`src/hw/rtl/fcpt_pkg.sv`:
```
// Shared types and codes for the FIFO handle cache with pending tracking.
// No dependencies; imported by every module of the block.
package fcpt_pkg;

	localparam int TAG_W    = 64;
	localparam int HANDLE_W = 64;
	localparam int LIMIT_W  = 7;
	localparam int OP_W     = 2;
	localparam int STATUS_W = 3;
	localparam int CFG_W    = 64;

	typedef enum logic [OP_W-1:0] {
		OP_REQUEST  = 2'd0,
		OP_COMPLETE = 2'd1,
		OP_FIND     = 2'd2,
		OP_CLEAR    = 2'd3
	} fcpt_op_t;

	typedef enum logic [STATUS_W-1:0] {
		STAT_HIT       = 3'd0,
		STAT_QUEUED    = 3'd1,
		STAT_ALREADY   = 3'd2,
		STAT_FULL      = 3'd3,
		STAT_NOT_FOUND = 3'd4,
		STAT_DONE      = 3'd5
	} fcpt_status_t;

	typedef enum logic {
		REG_ENTRY_LIMIT = 1'b0,
		REG_FALLBACK    = 1'b1
	} fcpt_reg_t;

	typedef enum logic [1:0] {
		FSM_IDLE,
		FSM_CMP,
		FSM_UPD
	} fcpt_state_t;

	// per-cycle control for one store cell
	typedef struct packed {
		logic valid;   // cell lies inside the occupied window
		logic shift;   // take neighbour's entry (oldest evicted)
		logic load;    // take the inserted entry
	} fcpt_store_ctl_t;

	// per-cycle control for one pending cell
	typedef struct packed {
		logic set;
		logic clr;
	} fcpt_pend_ctl_t;

endpackage

```
`src/hw/rtl/fcpt_pend_cell.sv`:
```
// One slot of the in-flight miss set: valid flag, tag and two registered compares.
// Depends on fcpt_pkg.
module fcpt_pend_cell import fcpt_pkg::*; (
	input  logic             clk,
	input  logic             arst_n,
	input  fcpt_pend_ctl_t   ctl,
	input  logic [TAG_W-1:0] key,
	input  logic [TAG_W-1:0] old_tag,
	output logic             valid,
	output logic             hit_key,
	output logic             hit_old
);

	logic             valid_q;
	logic [TAG_W-1:0] tag_q;
	logic             hit_key_q;
	logic             hit_old_q;

	always_ff @(posedge clk or negedge arst_n) begin
		if (!arst_n) begin
			valid_q <= 1'b0;
		end else if (ctl.set) begin
			valid_q <= 1'b1;
		end else if (ctl.clr) begin
			valid_q <= 1'b0;
		end
	end

	always_ff @(posedge clk) begin
		if (ctl.set) begin
			tag_q <= key;
		end
		hit_key_q <= valid_q && (tag_q == key);
		hit_old_q <= valid_q && (tag_q == old_tag);
	end

	assign valid   = valid_q;
	assign hit_key = hit_key_q;
	assign hit_old = hit_old_q;

endmodule

```
`config.mk`:
```
export PLATFORM = sky130hd
export DESIGN_NAME = fcpt_pend_cell
export DESIGN_NICKNAME = d
export VERILOG_FILES = /design/src/hw/rtl/fcpt_pkg.sv /design/src/hw/rtl/fcpt_pend_cell.sv
export SDC_FILE = /design/constraint.sdc
export NUM_CORES = 1
export LEC_CHECK = 0
export BUFFER_PORTS_ARGS = -buffer_cell sky130_fd_sc_hd__buf_4
export CORE_MARGIN = 10
export CORE_UTILIZATION = 53
export CTS_CLUSTER_SIZE = 28
export DETAILED_ROUTE_END_ITERATION = 12
export GPL_TIMING_DRIVEN = 0
export MAX_ROUTING_LAYER = met4
export PLACE_DENSITY = 0.86
export SLEW_MARGIN = 20
export SYNTH_ARGS = -nofsm -noshare
export SYNTH_HDL_FRONTEND = slang
export SYNTH_SLANG_ARGS = --single-unit
```
`constraint.sdc`:
```
create_clock -name clk -period 4 [get_ports clk]
set_clock_uncertainty 0.15 [all_clocks]
set_input_delay 0.6 -clock clk [delete_from_list [all_inputs] [get_ports clk]]
set_output_delay 0.6 -clock clk [all_outputs]
set_load 0.1 [all_outputs]
```
==> key figures <==
Hold path
  • Worst min-delay path class: in -> reg

Floorplan
  • Die X: 101 um
  • # rows: 29
  • I/O pin count: around 140
  • Starting Density: between 50% and 60%
  • DIE AREA: a little over 10000 um^2
  • Height of the die: 101 um
  • Core Region: approximately 6400 um^2

Setup path
  • Worst Path Max Fanout: 2
  • Endpoint type of the worst setup path: register
  • CP Launch Type: register
  • Kind of critical path: reg -> reg
  • Worst Path Required: 4.10 ns
  • CP arrival: around 2.0 ns

Route
  • Average wire per standard cell: 20.7 um
  • DRT Pass-1 Iters: 5
  • Via Count: roughly 2700
  • Final ANT Viol Nets: 0
  • DR iter-0 viols: about 160
  • Vias/cell: roughly 5.5
  • Post-Route WL: 10300 um
  • # DRC: 0

Layout
  • Post-Route Utilization: between 70% and 80%
  • Share of layout cells above drive strength 1: a little over a third
  • Area grow syn2layout: 37.1%
  • ANT cells: 0
  • Nets: between 500 and 600

STA
  • Final hold vios: 0
  • Final setup fails: 0
  • RSZ-0062 raised after global routing: no
  • Final setup TNS: 0 ns
  • Peak Freq: around 520 MHz
  • Final Slew Violations: 0
  • Worst-Margin Slew: 0.861 ns
  • Slew headroom: a little over two fifths
  • Crit share post-route: between 40 and 50%
  • Crit path time final: 1.92 ns

Pwr
  • Comb power frac: about 18%
  • Sequential Power Share: about half
  • Worst ir drop on vdd: 0.000251 V
  • PD cells: roughly 360 nW/um^2
  • LEAKAGE: 1.91 nW
  • Switching power: 437 uW
  • Internal power: approximately 1.3 mW
  • Clock power share: between 30% and 40%
  • Net Sw Frac: between 20 and 25%

Synth
  • Synth top area share: roughly 55%
  • Library cells used by synthesis: 30
  • Simple logic cell fraction of the synthesized area: under 10%
  • Post-synthesis adder-cell area fraction: 0%
  • Syn Inst Count: 271
  • EDFF count, synth: 64
  • Synth cell count leaders: xnor2_1, edfxtp_1, xor2_1, inv_1, nand4_1
  • Multiplexer share of the synthesized area: 0%
  • Post-Syn Area per Cell: 13.0 um^2
  • Area leader, netlist: edfxtp_1
  • Async S/R FF share, synth: under 10%
  • Synthesized flop and latch total: 67
  • Synth Area in Compound Gates: ~6.5%
  • Largest family of logic cells by synthesized area: XOR/XNOR gates
  • Count leader, synth: xnor2_1
  • Post-synth design cell area: between 3000 and 4000 um^2
  • Synthesis Warnings: 0
  • Post-synthesis xor/xnor area fraction: about a quarter
  • Sequential element share of the synthesized area: a little under three fifths
  • Net Count, Synth: about 400
  • Main area contributors after synthesis: edfxtp_1, xnor2_1, xor2_1, nand4_1, inv_1
  • Post-synth top flop: edfxtp_1

Place
  • GP Congestion: around 0.86
  • I/O Buffers: 134
  • Detailed placer's ending HPWL: roughly 8400 um

Clock network
  • Clock sink count: between 60 and 70
  • Post-CTS Resized: 0
  • Clk buf depth: 2
  • CTS tree: yes
  • Post-CTS setup buffer count: 0
  • CTS Buf Count: 9
  • CTS root buf: clkbuf_8
  • Clk slew on worst S/H paths: about 0.08 ns
  • Worst-Skew Late Latency: about 0.35 ns
  • H-tree lvl count: 3

Global route
  • Global Route Usage Sum: 20.4%
  • Antenna violations before repair: 0
  • Wire length of the first global-routing pass: ~16000 um
  • Largest net degree at the start of global routing: 66
  • Vias in the first global route: slightly above 3000
  • Global route overflow: 0

Job
  • Max Cap Viol: 0

Outcome
  • Status: completed
## registers in the layout, indices dropped and copies added (netlist names)
name and flops:
valid 1, hit_old 1, tag_q 64, hit_key 1
## layout make-up
class	instances	area, um^2
clock buffer	13	149
clock inverter	3	40.0
fill	437	1580
inverter	27	101
multi-input combinational	177	1420
sequential	67	1990
tap	77	96.3
timing repair buffer	135	1020
## worst max-delay path: stages, from the launching register on
cell	delay, ns
edfxtp_1	0.42
xnor2_1	0.19
nand4_1	0.17
nor4_1	0.40
nand4_1	0.22
nor4_1	0.27
## worst paths after layout
check	startpoint	to	slack, ns	depth (start not counted)
hold reg to reg	valid	valid	0.41	1
setup / recovery	tag_q[22]	hit_old	2.08	5
hold / removal	key[17]	tag_q[17]	0.29	1
setup reg to reg	tag_q[22]	hit_old	2.08	5
min in group asynchronous	arst_n	valid	0.43	2
max in group asynchronous	arst_n	valid	3.19	2
## per-stage QoR
| stage | std cells | hold WS (ns) | worst slack [ns] | cell area [um^2] | total power [mW] |
|---|---|---|---|---|---|
| after floorplan | 271 | 0.154 | 2.14 | 3510 | 1.03 |
| after global placement | 482 | 0.225 | 1.90 | 4610 | 1.20 |
| after detailed placement | 482 | 0.229 | 1.88 | 4610 | 1.21 |
| after CTS | 499 | 0.278 | 2.13 | 4810 | 1.76 |
| after global routing | 499 | 0.277 | 2.00 | 4810 | 1.82 |
| final | 499 | 0.290 | 2.08 | 4810 | 1.75 |
## metal layers
metal | part of all wire (%) | up-vias | routed length [um] | global-route usage, %
li1 | - | 1291 | - | -
met1 | 39 | 1286 | 4050 | 22.9
met2 | 51 | 134 | 5230 | 33.4
met3 | 8.8 | 15 | 909 | 6.60
met4 | 1.6 | 0 | 163 | 7.29
met5 | 0 | - | 0 | -
## kinds of logic after synthesis
family          Yosys count
buf+inv                  27
xor+xnor                 99
flops                    67
compound gates           29
simple gates             49
## layout by cell type (no fill, tap or decap), types with 2 or more instances in the layout
cell type  count
a22oi_1        3
clkbuf_8      10
dfxtp_1        2
nor4_2         2
clkinv_2       2
o22ai_1       10
a221oi_1       5
o2111ai_1      3
inv_1         24
o2bb2ai_1      3
nand3_1        4
buf_4        134
nor3_1         3
clkbuf_1       3
nor4_1        10
xnor2_1       67
nand4_1       18
inv_2          3
edfxtp_1      64
xor2_1        32
nand2b_1       5
## repair_timing
action                                  4_1_cts  5_1_grt
endpoints found under the setup margin        0        0
hold endpoints to repair                      1        0
hold buffers                                  1        0
## power by group through the flow
stage | clock [mW] | combinational, mW | sequential [mW]
2_1_floorplan | 0 | 0.144 | 0.887
3_3_place_gp | 0 | 0.306 | 0.892
3_5_place_dp | 0 | 0.314 | 0.896
4_1_cts | 0.561 | 0.319 | 0.881
5_1_grt | 0.589 | 0.342 | 0.887
6_report | 0.553 | 0.317 | 0.882
Note: power is estimated with default switching activity, not from simulation.
