**config.mk**
```make
export PLATFORM = sky130hd
export DESIGN_NAME = fcpt_store_cell
export DESIGN_NICKNAME = d
export VERILOG_FILES = /design/src/hw/rtl/fcpt_pkg.sv /design/src/hw/rtl/fcpt_store_cell.sv
export SDC_FILE = /design/constraint.sdc
export NUM_CORES = 1
export LEC_CHECK = 0
export ABC_CLOCK_PERIOD_IN_PS = 3540
export BUFFER_PORTS_ARGS = -buffer_cell sky130_fd_sc_hd__buf_2
export CAP_MARGIN = 20
export CORE_AREA = 2 2 174 176
export DETAILED_ROUTE_END_ITERATION = 8
export DIE_AREA = 0 0 176 178
export PLACE_DENSITY = 0.45
export SKIP_LAST_GASP = 1
export SLEW_MARGIN = 30
export SYNTH_ARGS = -nofsm -noshare
export SYNTH_HDL_FRONTEND = slang
export SYNTH_SLANG_ARGS = --single-unit
```
**constraint.sdc**
```tcl
create_clock -name clk -period 3.54 [get_ports clk]
set_input_delay 0.708 -clock clk [delete_from_list [all_inputs] [get_ports clk]]
set_output_delay 0.708 -clock clk [all_outputs]
set_load 0.02 [all_outputs]
```
**src/hw/rtl/fcpt_pkg.sv**
```systemverilog
// Shared types and codes for the FIFO handle cache with pending tracking.
// No dependencies; imported by every module of the block.
package fcpt_pkg;

	localparam int TAG_W    = 64;
	localparam int HANDLE_W = 64;
	localparam int LIMIT_W  = 7;
	localparam int OP_W     = 2;
	localparam int STATUS_W = 3;
	localparam int CFG_W    = 64;

	typedef enum logic [OP_W-1:0] {
		OP_REQUEST  = 2'd0,
		OP_COMPLETE = 2'd1,
		OP_FIND     = 2'd2,
		OP_CLEAR    = 2'd3
	} fcpt_op_t;

	typedef enum logic [STATUS_W-1:0] {
		STAT_HIT       = 3'd0,
		STAT_QUEUED    = 3'd1,
		STAT_ALREADY   = 3'd2,
		STAT_FULL      = 3'd3,
		STAT_NOT_FOUND = 3'd4,
		STAT_DONE      = 3'd5
	} fcpt_status_t;

	typedef enum logic {
		REG_ENTRY_LIMIT = 1'b0,
		REG_FALLBACK    = 1'b1
	} fcpt_reg_t;

	typedef enum logic [1:0] {
		FSM_IDLE,
		FSM_CMP,
		FSM_UPD
	} fcpt_state_t;

	// per-cycle control for one store cell
	typedef struct packed {
		logic valid;   // cell lies inside the occupied window
		logic shift;   // take neighbour's entry (oldest evicted)
		logic load;    // take the inserted entry
	} fcpt_store_ctl_t;

	// per-cycle control for one pending cell
	typedef struct packed {
		logic set;
		logic clr;
	} fcpt_pend_ctl_t;

endpackage

```
**src/hw/rtl/fcpt_store_cell.sv**
```systemverilog
// One entry of the cache chain: tag, handle and a registered tag compare.
// Depends on fcpt_pkg.
module fcpt_store_cell import fcpt_pkg::*; (
	input  logic                clk,
	input  fcpt_store_ctl_t     ctl,
	input  logic [TAG_W-1:0]    key,
	input  logic [TAG_W-1:0]    nb_tag,
	input  logic [HANDLE_W-1:0] nb_handle,
	input  logic [TAG_W-1:0]    ld_tag,
	input  logic [HANDLE_W-1:0] ld_handle,
	output logic [TAG_W-1:0]    tag,
	output logic [HANDLE_W-1:0] handle,
	output logic                hit
);

	logic [TAG_W-1:0]    tag_q;
	logic [HANDLE_W-1:0] handle_q;
	logic                hit_q;

	always_ff @(posedge clk) begin
		if (ctl.load) begin
			tag_q    <= ld_tag;
			handle_q <= ld_handle;
		end else if (ctl.shift) begin
			tag_q    <= nb_tag;
			handle_q <= nb_handle;
		end
		hit_q <= ctl.valid && (tag_q == key);
	end

	assign tag    = tag_q;
	assign handle = handle_q;
	assign hit    = hit_q;

endmodule

```
==> flow_summary.yaml, run 1 <==
cells_and_area:
  drive_gt1_frac: 0.7346
  nets: 1155
  layoutNonFillerInstCount: 1236
  final_cell_mix: "buf_2 (451), mux2_2 (128), edfxtp_1 (128)"
  final_area_mm2: 0.009432
  syn_to_final_growth_pct: 54.44
  mostFrequentLayoutCell: "buf_2"
power_and_ir_drop:
  p_per_area_mw_per_mm2: 476.8
  ir_worst_vdd_mv: 0.2128
  switching_power_mw: 1.300
  switching_share: 0.2890
  p_clk_frac: 0.365
  seqPwrFrac: 0.436
  pwr-share-comb: 0.198
  power.leakage_nw: 4.099
  intPower_mw: 3.197
timing:
  fmax_ghz: 0.4954
  hold_viol: 0
  slew_headroom: 0.6392
  min_period_ns: 2.018
  rsz0062_at_grt: "no"
  hold_ws_ns: 0.5924
  setup_viol: 0
  fin_skew_ns: 0.007733
  maxSlewViolCount: 0
  period_share: 0.5702
  worstMarginPinSlew_ns: 0.5363
  setup_ws_ns: 1.522
  setup_tns_ns: 0
logic_synthesis:
  ys_seq_elements: 129
  synth_area_mm2: 0.006107
  synth_nets: 692
  ys_seq_area_frac: 0.6327
  synth_warnings: 0
  ys_types: 22
  syn_inst: 368
  avgSynthCellArea_um2: 16.60
route:
  first_iter_violations: 136
  drtAntennaViolNets: 0
  dr.pass1.iters: 4
  drt-vias-per-instance: 3.948
  wirelength_um: 20550
  vias: 4880
  post_drt_wl_per_cell_um: 16.63
  drc_errors: 0
clock_network:
  post_cts_buffers: 0
  cts_tree: "done"
  htreeDepth: 4
  clkSinkCount: 129
  cts-resized-gates: 0
  cts_hold_buf: 0
  clkTransAtPathRegs_ns: 0.07
  numCtsBuffers: 17
  clock_path_buffers: 2
  clk-insertion-delay-late_ns: 0.41
  root_buffer: "clkbuf_16"
critical_path:
  crit_path_start: "key[43]"
  r2r-start: "tag[43]"
  critPathMaxFanout: 1
  critPathKind: "input port to register"
  arrival_ns: 2.34
  start_kind: "input port"
  end_kind: "register"
  worstPathRequired_ns: 3.86
job:
  cap_violations: 0
placed_design:
  pre_cts_ws_ns: 1.062
  dpl.cell_count: 1202
  portBuffers: 452
  place_area_mm2: 0.008890
  dpl.hpwl_um: 16420
  gp_congestion: 0.8305
grt:
  antenna_found_initial: 1
  grt_pass1_wl_um: 29500
  grt_max_degree: 65
  grt_pass1_vias: 5100
  grt_overflow: 0
  grt_usage: 0.1267
die:
  start_util: 0.2077
  die_h_um: 178
  fp.dieW_um: 176
  num_rows: 63
  dieArea_mm2: 0.03133
  ios: 453
  fp.coreArea_mm2: 0.02940
outcome:
  status: "complete, no violations"
min_path:
  hold_class: "input port to register"
  hold_start: "nb_handle[0]"
[metrics by stage]
stage | util | power, mW
finish | 0.3208 | 4.497
floorplan | - | 2.470
CTS | 0.3206 | 4.577
detailed placement | 0.3024 | 2.905
global placement | 0.3024 | 2.903
global route | 0.3207 | 4.705
[sequential cells by signal, summed over array words and instances (netlist names)]
signal / cells
handle: 64
hit: 1
tag: 64
[critical path, stage by stage]
cell     delay, ns
buf_2         0.10
xnor2_1       0.23
nand4_1       0.26
nor4_1        0.57
nand4_1       0.18
nor4_2        0.27
[synth_stat cells, drive strengths merged]
master  count  area [um^2]
clkbuf      2        7.510
o221ai      1        8.760
buf        12        60.06
nand3       2        10.01
mux2      128         1441
edfxtp    128         3844
nand2       1        3.750
nand4      13        81.33
nor2        1        3.750
xnor2      48        420.4
dfxtp       1        20.02
a22oi       2        15.01
nor3        1        5.000
o21ai       1        5.000
nor4        5        43.79
o22ai       3        18.77
a221oi      2        17.52
xor2        7        61.31
inv         9        33.78
or2         1        6.260
[routing by layer]
metal	global-route usage	vias up	wire, um
met5	0	-	0
met4	0.04477	0	339
met3	0.04028	17	1716
met2	0.2280	273	10630
met1	0.1408	2243	7862
li1	-	2347	-
[worst paths after layout]
check | endpoint | cells after the start | slack [ns]
max | hit | 6 | 1.52
min | handle[0] | 2 | 0.59
max reg2reg | hit | 5 | 1.53
min reg2reg | hit | 3 | 0.68
[power groups by stage]
| stage | registers [mW] | clock network (mW) | logic, mW |
|---|---|---|---|
| finish | 1.96 | 1.64 | 0.892 |
| global route | 1.98 | 1.76 | 0.965 |
| CTS | 1.97 | 1.70 | 0.910 |
| floorplan | 2.20 | 0 | 0.266 |
| detailed placement | 2.00 | 0 | 0.907 |
| global placement | 2.00 | 0 | 0.907 |
[cells by family after synthesis]
logic type / after synthesis / share of synthesized area
flops: 129 / 0.6327
simple gates: 24 / 0.02520
compound gates: 9 / 0.01065
mux: 128 / 0.2360
buf+inv: 23 / 0.01660
xor+xnor: 55 / 0.07888
[area by class of cell]
class	instances	area, um^2
clock inverters	14	107.6
diodes	2	5.005
repair buffers	458	2360
fillers	3014	19970
inverters	9	33.78
well taps	390	488.0
flip-flops and latches	129	3864
multi-input cells	216	2145
clock buffers	18	429.2
No activity file was read; power rests on OpenSTA's default activity.
==> inputs of run 2 (changes only) <==
--- a/config.mk
+++ b/config.mk
@@ -5,7 +5,7 @@
 export SDC_FILE = /design/constraint.sdc
 export NUM_CORES = 1
 export LEC_CHECK = 0
-export ABC_CLOCK_PERIOD_IN_PS = 3540
+export ABC_CLOCK_PERIOD_IN_PS = 1900
 export BUFFER_PORTS_ARGS = -buffer_cell sky130_fd_sc_hd__buf_2
 export CAP_MARGIN = 20
 export CORE_AREA = 2 2 174 176
==> constraint.sdc (replaced) <==
create_clock -name clk -period 1.9 [get_ports clk]
set_input_delay 0.38 -clock clk [delete_from_list [all_inputs] [get_ports clk]]
set_output_delay 0.38 -clock clk [all_outputs]
set_load 0.02 [all_outputs]
==> run 2 against run 1 <==
First-iteration DRC count rose by 1.5%. Largest power group unchanged. Utilization rose by 0.76 points. Critical endpoint unchanged. Combinational power rose by 94%.
==> flow_summary.yaml, run 2 (synthesis gave the netlist of run 1 again) <==
timing:
  setup_tns_ns: 0
  setup_viol: 0
  min_period_ns: 1.710
  slew_headroom: 0.7359
  fmax_ghz: 0.5847
  worstMarginPinSlew_ns: 0.3934
  hold_viol: 0
  fin_skew_ns: 0.009560
  maxSlewViolCount: 0
  period_share: 0.9001
cells_and_area:
  layoutNonFillerInstCount: 1246
  drive_gt1_frac: 0.7439
  final_area_mm2: 0.009656
  final_util: 0.3284
  mostFrequentLayoutCell: "buf_2"
  final_cell_mix: "buf_2 (451), mux2_2 (128), edfxtp_1 (128)"
  syn_to_final_growth_pct: 58.10
  nets: 1167
critical_path:
  worstPathRequired_ns: 2.22
  start_kind: "register"
  arrival_ns: 2.03
  critPathKind: "register to register"
  end_kind: "register"
  critPathMaxFanout: 2
clock_network:
  post_cts_buffers: 0
  clkSinkCount: 129
  htreeDepth: 4
  clkTransAtPathRegs_ns: 0.07
  clock_path_buffers: 2
  numCtsBuffers: 17
  root_buffer: "clkbuf_16"
  cts_tree: "done"
  clk-insertion-delay-late_ns: 0.41
die:
  start_util: 0.2077
  fp.dieW_um: 176
  die_h_um: 178
  fp.coreArea_mm2: 0.02940
  num_rows: 63
  dieArea_mm2: 0.03133
  ios: 453
route:
  wirelength_um: 21120
  drc_errors: 0
  dr.pass1.iters: 4
  post_drt_wl_per_cell_um: 16.95
  drtAntennaViolNets: 0
  drt-vias-per-instance: 3.928
  vias: 4894
  first_iter_violations: 138
grt:
  grt_pass1_vias: 5246
  grt_usage: 0.1299
  grt_pass1_wl_um: 29970
  grt_overflow: 0
  grt_max_degree: 62
  antenna_found_initial: 1
placed_design:
  gp_congestion: 0.7763
  dpl.hpwl_um: 17000
  portBuffers: 452
  dpl.cell_count: 1214
  place_area_mm2: 0.009005
power_and_ir_drop:
  switching_share: 0.2688
  p_clk_frac: 0.395
  p_per_area_mw_per_mm2: 920.0
  seqPwrFrac: 0.411
  ir_worst_vdd_mv: 0.4116
  power.leakage_nw: 4.231
  switching_power_mw: 2.388
  intPower_mw: 6.495
  pwr-share-comb: 0.194
min_path:
  hold_class: "input port to register"
outcome:
  status: "complete, no violations"
job:
  cap_violations: 0
==> run 2: layout make-up <==
| cell class | instances | area (um^2) |
|---|---|---|
| multi-input cells | 216 | 2180 |
| fillers | 3010 | 19750 |
| diodes | 1 | 2.502 |
| flip-flops and latches | 129 | 3864 |
| clock buffers | 17 | 425.4 |
| inverters | 9 | 33.78 |
| repair buffers | 470 | 2475 |
| well taps | 390 | 488.0 |
| clock inverters | 14 | 187.7 |
==> run 2: path summary, 6_finish.rpt <==
path | to | startpoint | slack (ns) | cells after the start
max reg2reg | hit | tag[56] | 0.19 | 5
min | handle[52] | ld_handle[52] | 0.27 | 2
min reg2reg | hit | tag[21] | 0.66 | 3
max | hit | tag[56] | 0.19 | 5
==> run 2: per-layer routing <==
metal / up-vias / track usage / share of wire
met4: 0 / 0.04098 / 0.016
met2: 269 / 0.2372 / 0.52
met1: 2243 / 0.1399 / 0.37
met3: 17 / 0.04710 / 0.091
met5: - / 0 / 0
li1: 2365 / - / -
==> run 2: critical path, cell delays in order (launching register included) <==
cell	delay (ns)
edfxtp_1	0.39
xnor2_1	0.27
nand4_1	0.17
nor4_2	0.33
nand3_1	0.18
nor4_2	0.28
==> run 2: repair_timing <==
action                                  CTS  global route
resized for setup                         0             5
hold buffers                              0             0
endpoints found under the setup margin    0             1
==> run 2: stage by stage <==
step	total power, mW	setup slack [ns]	hold WS [ns]
floorplan	4.605	-0.08802	0.5998
global placement	5.454	-0.06038	0.6725
detailed placement	5.455	-0.08295	0.6574
CTS	9.065	0.001005	0.2372
global route	9.296	-0.01416	0.2374
finish	8.883	0.1899	0.2655
==> run 2: power groups by stage <==
stage                     clock network [mW]  logic (mW)  registers [mW]
after floorplan                            0       0.502            4.10
after global routing                    3.75        1.86            3.69
final                                   3.50        1.73            3.65
after CTS                               3.66        1.75            3.65
after detailed placement                   0        1.74            3.71
after global placement                     0        1.75            3.70
